<file path="config.mk">
export PLATFORM = sky130hd
export DESIGN_NAME = utf8_to_utf16_transcoder
export DESIGN_NICKNAME = d
export VERILOG_FILES = /design/src/u8u16_pkg.sv /design/src/utf8_to_utf16_transcoder.sv
export VERILOG_INCLUDE_DIRS = /design/src /design/src/src
export SDC_FILE = /design/constraint.sdc
export NUM_CORES = 1
export LEC_CHECK = 0
export ABC_AREA = 1
export BUFFER_PORTS_ARGS = -buffer_cell sky130_fd_sc_hd__clkbuf_2
export CORE_MARGIN = 4
export CORE_UTILIZATION = 54
export CTS_CLUSTER_SIZE = 30
export DETAILED_ROUTE_END_ITERATION = 7
export HOLD_SLACK_MARGIN = 0.05
export PLACE_DENSITY_LB_ADDON = 0.05
export SLEW_MARGIN = 40
export SYNTH_ARGS = -nofsm -noshare
export SYNTH_HDL_FRONTEND = slang
export SYNTH_SLANG_ARGS = --single-unit
</file>
<file path="constraint.sdc">
create_clock -name clk -period 3.2 [get_ports clk]
set_input_delay 0 -clock clk [delete_from_list [all_inputs] [get_ports clk]]
set_output_delay 0 -clock clk [all_outputs]
set_load 0.01 [all_outputs]
</file>
<file path="src/utf8_to_utf16_transcoder_macros.svh">
// ----------------------------------------------------------------------------
// utf8_to_utf16_transcoder_macros
// Assertion macros shared by the transcoder RTL.
// ----------------------------------------------------------------------------
`ifndef UTF8_TO_UTF16_TRANSCODER_MACROS_SVH
`define UTF8_TO_UTF16_TRANSCODER_MACROS_SVH

// same-cycle implication, disabled while in reset
`define U8U16_ASSERT_IMP(label, clk, rst, ante, cons) \
  label: assert property (@(posedge clk) disable iff (rst) (ante) |-> (cons)) \
    else $error("u8u16 same-cycle check failed");

// next-cycle implication, disabled while in reset
`define U8U16_ASSERT_NXT(label, clk, rst, ante, cons) \
  label: assert property (@(posedge clk) disable iff (rst) (ante) |=> (cons)) \
    else $error("u8u16 next-cycle check failed");

`endif

</file>
<file path="src/u8u16_pkg.sv">
// ----------------------------------------------------------------------------
// u8u16_pkg
// Constants and decode helpers for the UTF-8 to UTF-16 transcoder.
// ----------------------------------------------------------------------------
`default_nettype none

package u8u16_pkg;

  localparam int unsigned MaxUnits = 3;

  localparam logic [15:0] Replacement = 16'hFFFD;
  localparam logic [15:0] SurrHiBase  = 16'hD800;
  localparam logic [15:0] SurrLoBase  = 16'hDC00;

  typedef logic [15:0] unit_t;
  typedef logic [7:0]  byte_t;
  typedef logic [2:0]  seq_len_t;

  // sequence length announced by a leader, zero for an invalid leader
  function automatic seq_len_t lead_len(input byte_t b);
    seq_len_t len;
    len = 3'd0;
    if (b[7] == 1'b0) begin
      len = 3'd1;
    end else if ((b & 8'hE0) == 8'hC0) begin
      len = 3'd2;
    end else if ((b & 8'hF0) == 8'hE0) begin
      len = 3'd3;
    end else if ((b & 8'hF8) == 8'hF0) begin
      len = 3'd4;
    end
    return len;
  endfunction

  // a byte decoded on its own: ascii passes, anything else is replaced
  function automatic unit_t single_unit(input byte_t b);
    return b[7] ? Replacement : {8'h00, b};
  endfunction

  // two-byte sequence, continuation top bits ignored
  function automatic unit_t two_byte_unit(input byte_t b0, input byte_t b1);
    return {5'b00000, b0[4:0], b1[5:0]};
  endfunction

endpackage

`default_nettype wire

</file>
<file path="src/utf8_to_utf16_transcoder.sv">
// ----------------------------------------------------------------------------
// utf8_to_utf16_transcoder
// Streaming UTF-8 to UTF-16 transcoder, one text byte per item in.
// ----------------------------------------------------------------------------
// Input channel (s_*): one UTF-8 byte per item in s_tdata, s_tlast on the
// final byte of a text. Output channel (m_*): one UTF-16 code unit per item
// in m_tdata; m_tlast marks the final unit caused by an input byte and
// m_tuser[0] marks the final unit of the whole text.
// A byte is taken into an input register, decoded against the held bytes of
// an open sequence in one pass and the resulting units (up to three) land in
// an output buffer, whose front unit drives the output. Bytes that only extend
// an open sequence give no unit.
// Throughput: one byte accepted per cycle and one unit delivered per cycle
// while the receiver keeps m_tready high; a byte that yields two or three
// units (a surrogate pair, or the flush of a sequence cut short by the end
// of the text) holds the input while the output buffer drains.
// Reset (rst, synchronous) empties both registers and drops any open sequence.
// When the receiver stalls, the buffered unit holds and the input register
// fills, after which s_tready goes low; nothing is lost or repeated.
// ----------------------------------------------------------------------------
`default_nettype none

`include "utf8_to_utf16_transcoder_macros.svh"

module utf8_to_utf16_transcoder (
  input  wire logic        clk,
  input  wire logic        rst,
  // input stream
  input  wire logic        s_tvalid,
  output logic             s_tready,
  input  wire logic [7:0]  s_tdata,   // [7:0] in_byte
  input  wire logic        s_tlast,   // in_last
  // output stream
  output logic             m_tvalid,
  input  wire logic        m_tready,
  output logic [15:0]      m_tdata,   // [15:0] code_unit
  output logic             m_tlast,   // run_last
  output logic [0:0]       m_tuser    // [0] text_end
);

  // input register
  logic                s1_valid;
  u8u16_pkg::byte_t    s1_byte;
  logic                s1_last;

  // open sequence state
  u8u16_pkg::byte_t    held_bytes [3];
  logic [1:0]          held_count;
  u8u16_pkg::seq_len_t expected_length;

  // output buffer, unit 0 is the one on the bus
  u8u16_pkg::unit_t    ob_unit [3];
  logic [1:0]          ob_cnt;
  logic                ob_end;

  // decode signals
  u8u16_pkg::seq_len_t lead_n;
  u8u16_pkg::seq_len_t len_eff;
  u8u16_pkg::seq_len_t n_bytes;
  u8u16_pkg::byte_t    b0, b1, b2, b3;
  logic [20:0]         cp;
  logic [20:0]         cp_off;
  logic                hold;
  logic                partial;
  u8u16_pkg::unit_t    dec_unit [3];
  logic [1:0]          dec_cnt;
  logic                load_ok;
  logic                ob_load;
  logic                s1_fire;
  logic                m_fire;

  // assemble the byte run: held bytes followed by the current byte
  always_comb begin
    lead_n  = u8u16_pkg::lead_len(s1_byte);
    n_bytes = {1'b0, held_count} + 3'd1;
    if (held_count == 2'd0) begin
      len_eff = (lead_n == 3'd0) ? 3'd1 : lead_n;
    end else begin
      len_eff = expected_length;
    end
    b0 = (held_count == 2'd0) ? s1_byte : held_bytes[0];
    b1 = (held_count == 2'd1) ? s1_byte : held_bytes[1];
    b2 = (held_count == 2'd2) ? s1_byte : held_bytes[2];
    b3 = s1_byte;
    partial = (n_bytes < len_eff);
    hold    = partial && !s1_last;
  end

  // code point of a complete sequence
  always_comb begin
    case (n_bytes)
      3'd2:    cp = {10'd0, b0[4:0], b1[5:0]};
      3'd3:    cp = {5'd0, b0[3:0], b1[5:0], b2[5:0]};
      3'd4:    cp = {b0[2:0], b1[5:0], b2[5:0], b3[5:0]};
      default: cp = {5'd0, u8u16_pkg::single_unit(b0)};
    endcase
    cp_off = cp - 21'h10000;
  end

  // units produced by this byte
  always_comb begin
    dec_unit[0] = u8u16_pkg::Replacement;
    dec_unit[1] = u8u16_pkg::Replacement;
    dec_unit[2] = u8u16_pkg::Replacement;
    dec_cnt     = 2'd1;
    if (partial) begin
      // leader cut short by end of text, the rest restart as leaders
      case (n_bytes)
        3'd2: begin
          dec_unit[1] = u8u16_pkg::single_unit(b1);
          dec_cnt     = 2'd2;
        end
        3'd3: begin
          if (u8u16_pkg::lead_len(b1) == 3'd2) begin
            dec_unit[1] = u8u16_pkg::two_byte_unit(b1, b2);
            dec_cnt     = 2'd2;
          end else begin
            dec_unit[1] = u8u16_pkg::single_unit(b1);
            dec_unit[2] = u8u16_pkg::single_unit(b2);
            dec_cnt     = 2'd3;
          end
        end
        default: dec_cnt = 2'd1;
      endcase
    end else if (cp[20:16] != 5'd0) begin
      // surrogate pair
      dec_unit[0] = u8u16_pkg::SurrHiBase + {5'd0, cp_off[20:10]};
      dec_unit[1] = u8u16_pkg::SurrLoBase | {6'd0, cp_off[9:0]};
      dec_cnt     = 2'd2;
    end else begin
      dec_unit[0] = cp[15:0];
    end
  end

  // handshake control
  always_comb begin
    m_fire   = m_tvalid && m_tready;
    load_ok  = (ob_cnt == 2'd0) || (m_tready && ob_cnt == 2'd1);
    ob_load  = s1_valid && !hold && load_ok;
    s1_fire  = s1_valid && (hold || load_ok);
    s_tready = !s1_valid || s1_fire;
  end

  // input register
  always_ff @(posedge clk) begin
    if (rst) begin
      s1_valid <= 1'b0;
    end else if (s_tready) begin
      s1_valid <= s_tvalid;
    end
    if (s_tready && s_tvalid) begin
      s1_byte <= s_tdata;
      s1_last <= s_tlast;
    end
  end

  // open sequence state
  always_ff @(posedge clk) begin
    if (rst) begin
      held_count      <= 2'd0;
      expected_length <= 3'd1;
    end else if (s1_fire) begin
      if (hold) begin
        held_count      <= n_bytes[1:0];
        expected_length <= len_eff;
      end else begin
        held_count      <= 2'd0;
        expected_length <= 3'd1;
      end
    end
    if (s1_fire && hold) begin
      held_bytes[held_count] <= s1_byte;
    end
  end

  // output buffer
  always_ff @(posedge clk) begin
    if (rst) begin
      ob_cnt <= 2'd0;
    end else if (ob_load) begin
      ob_cnt <= dec_cnt;
    end else if (m_fire) begin
      ob_cnt <= ob_cnt - 2'd1;
    end
    if (ob_load) begin
      ob_unit[0] <= dec_unit[0];
      ob_unit[1] <= dec_unit[1];
      ob_unit[2] <= dec_unit[2];
      ob_end     <= s1_last;
    end else if (m_fire) begin
      ob_unit[0] <= ob_unit[1];
      ob_unit[1] <= ob_unit[2];
    end
  end

  // output ports
  always_comb begin
    m_tvalid   = (ob_cnt != 2'd0);
    m_tdata    = ob_unit[0];
    m_tlast    = (ob_cnt == 2'd1);
    m_tuser[0] = (ob_cnt == 2'd1) && ob_end;
  end

  // checks
  `U8U16_ASSERT_IMP(a_held_below_len, clk, rst, held_count != 2'd0, 3'(held_count) < expected_length)
  `U8U16_ASSERT_IMP(a_load_when_free, clk, rst, ob_load, (ob_cnt == 2'd0) || (m_fire && ob_cnt == 2'd1))
  `U8U16_ASSERT_NXT(a_drain_continues, clk, rst, m_fire && ob_cnt > 2'd1, m_tvalid)
  `U8U16_ASSERT_NXT(a_hold_no_output, clk, rst, s1_fire && hold && !m_tvalid, !m_tvalid)

endmodule

`default_nettype wire

</file>
==> results.tsv <==
metric	value	unit
status	complete, no violations	
grt_max_degree	35	
final_layout_size_suffix_gt1_share	19.0	%
synth.area.top_cells	edfxtp_1 49%, nand2_1 11%, o21ai_0 4.4%	
core_area	0.00733	mm²
grtUsageMet1	30.2	%
port_buffers	32	
setup_viol	0	
syn-cell-area	0.00412	mm²
post_drt_wl_per_cell	16.0	µm
io_pins	33	
worstMarginPinSlew	572	ps
ys_seq_elements	75	
cp_max_fo	10	
path_class	reg -> reg	
use_met3	3.55	%
yosys_warnings	0	
viasPerCell	5.33	
syn_inst	447	
p_per_area	668	mW/mm²
sw_frac_of_total	32.6	%
layout.nets	507	
cts_inserted_buffers	9	
p_leak	1.84	nW
wirelength	9430	µm
start_util	56.1	%
grt_busiest_layer	met2	
fmax	0.343	GHz
final_cell_count_no_fill	589	
dr.pass1.iters	5	
slew_headroom	61.6	%
cts_sinks	75	
max_cap_viol_count	0	
crit_arrival	3000	ps
synthDominantCellAreaShare	48.9	%
hold_path.class	in -> reg	
first_global_vias	2982	
setup_slack	285	ps
final_cell_mix	121 x nand2_1, 67 x edfxtp_1, 40 x inv_1, 36 x o21ai_0, 32 x clkbuf_2	
slew_viol_final	0	
power.total	3.08	mW
die_w	95.3	µm
seq_power_share	45.7	%
layout_commonest_cell	nand2_1	
syn2layout_area_growth	11.9	%
vdd_drop_max	322	µV
drt_iter0_drc	243	
row_count	31	
placed_cells	562	
die_y	95.3	µm
drc_errors	0	
cp.required	3280	ps
post-route-min-period	2920	ps
yosysUniqueCellTypes	34	
finClkSkew	13.0	ps
ant_nets	0	
grt_setup_unrepaired	no	
p_comb_share	28.5	%
syn_area_per_cell	9.21	µm²
dieArea	0.00908	mm²
grt_antenna_before_repair	0	
seq_area_frac_synth	52.8	%
grt-ovfl-total	0	
diodes	0	
p_clk_share	25.7	%
grt_pass1_wl	15200	µm
fin_crit_sh	91.1	%
p_int	2.07	mW
vias	3140	
synth_nets	469	
cp-end-kind	flop	
insertion_delay	350	ps
yosysTopAreaCell	edfxtp_1	
fin_setup_tns	0	ps
clk_path_buf_depth	2	
hold_viol_final	0	
grt_use_met2	36.2	%
dp_slack	307	ps
start_kind	flop	
cts_max_level	3	
cts_tree	yes	
gp_congestion	0.931	
root_buffer	clkbuf_8	
path_clk_slew	80	ps
dp_hpwl	7190	µm
track_usage	22.5	%
power_switching	1.00	mW
## metal layers
metal  up-vias  part of all wire (%)
met1      1436                    46
met2       100                    47
li1       1579                     -
met3        25                   4.9
met4         0                   2.6
met5         -                     0
## layout make-up
type | instances | area, µm²
multi-input cells | 297 | 1550
well taps | 99 | 124
inverters | 46 | 178
clock inverters | 6 | 90.1
flip-flops and latches | 75 | 2170
repair buffers | 56 | 368
fillers | 642 | 2730
clock buffers | 10 | 128
## synthesized netlist by cell type, drive strengths merged
cell    number
nand2      128
a21boi       4
o31ai        1
xnor2        1
o21ai       54
nor3         2
o22ai        9
dfxtp        8
edfxtp      67
or2          2
nand3       31
inv         46
o211ai       6
xor2         1
nor2        30
a31oi        1
a21oi       12
nand4        6
buf         29
ha           9
## stage by stage
stage / hold slack (ps) / instance area (µm²) / util (%)
3_3_place_gp: 178 / 4270 / 58.3
4_1_cts: 188 / 4600 / 62.8
2_1_floorplan: 69.1 / 4120 / -
5_1_grt: 230 / 4600 / 62.8
6_report: 178 / 4600 / 62.8
3_5_place_dp: 179 / 4270 / 58.3
## worst max-delay path, cell delays in order, from the launching register on
cell	delay, ps
dfxtp_1	360
inv_1	130
ha_1	220
buf_4	220
nand4_1	120
o21ai_0	140
inv_1	80
ha_1	180
a21oi_1	280
buf_4	190
nand3_1	130
inv_1	240
nand3_2	150
nor2_1	120
o21ai_0	110
## final timing paths
path | cells past startpoint | end | start | slack [ps]
max | 14 | ob_unit[0][25] | held_count[0] | 280
min | 3 | b3[2] | s_tvalid | 180
max reg2reg | 14 | ob_unit[0][25] | held_count[0] | 280
min reg2reg | 2 | expected_length[1] | expected_length[1] | 470
## cell families (layout without fill, tap and decap cells)
| group | after synthesis | count (layout) | synth area share, % |
|---|---|---|---|
| compound gates | 87 | 87 | 12.6 |
| flops | 75 | 75 | 52.8 |
| simple gates | 199 | 199 | 21.8 |
| fa+ha+maj | 9 | 9 | 2.74 |
| buf+inv | 75 | 118 | 9.67 |
| xor+xnor | 2 | 2 | 0.426 |
## state kept, by name, indices dropped and copies added (netlist names)
signal / flops
ob_unit: 37
held_bytes: 20
b3: 8
expected_length: 3
held_count: 2
ob_cnt: 2
ob_end: 1
s1_last: 1
s1_valid: 1
## power by group through the flow
stage                     Sequential (mW)  Clock [mW]  Combinational, mW
after detailed placement             1.43           0              0.870
after global placement               1.43           0              0.853
final                                1.41       0.791              0.878
after floorplan                      1.41           0              0.750
after CTS                            1.41       0.812              0.885
after global routing                 1.43       0.849              0.990
## what timing repair did
item	CTS	global route
hold endpoints to repair	16	0
hold buffers	11	0
endpoints found under the setup margin	0	1
buffers inserted	0	0
resized for setup	0	1
Note: power is estimated with default switching activity, not from simulation.
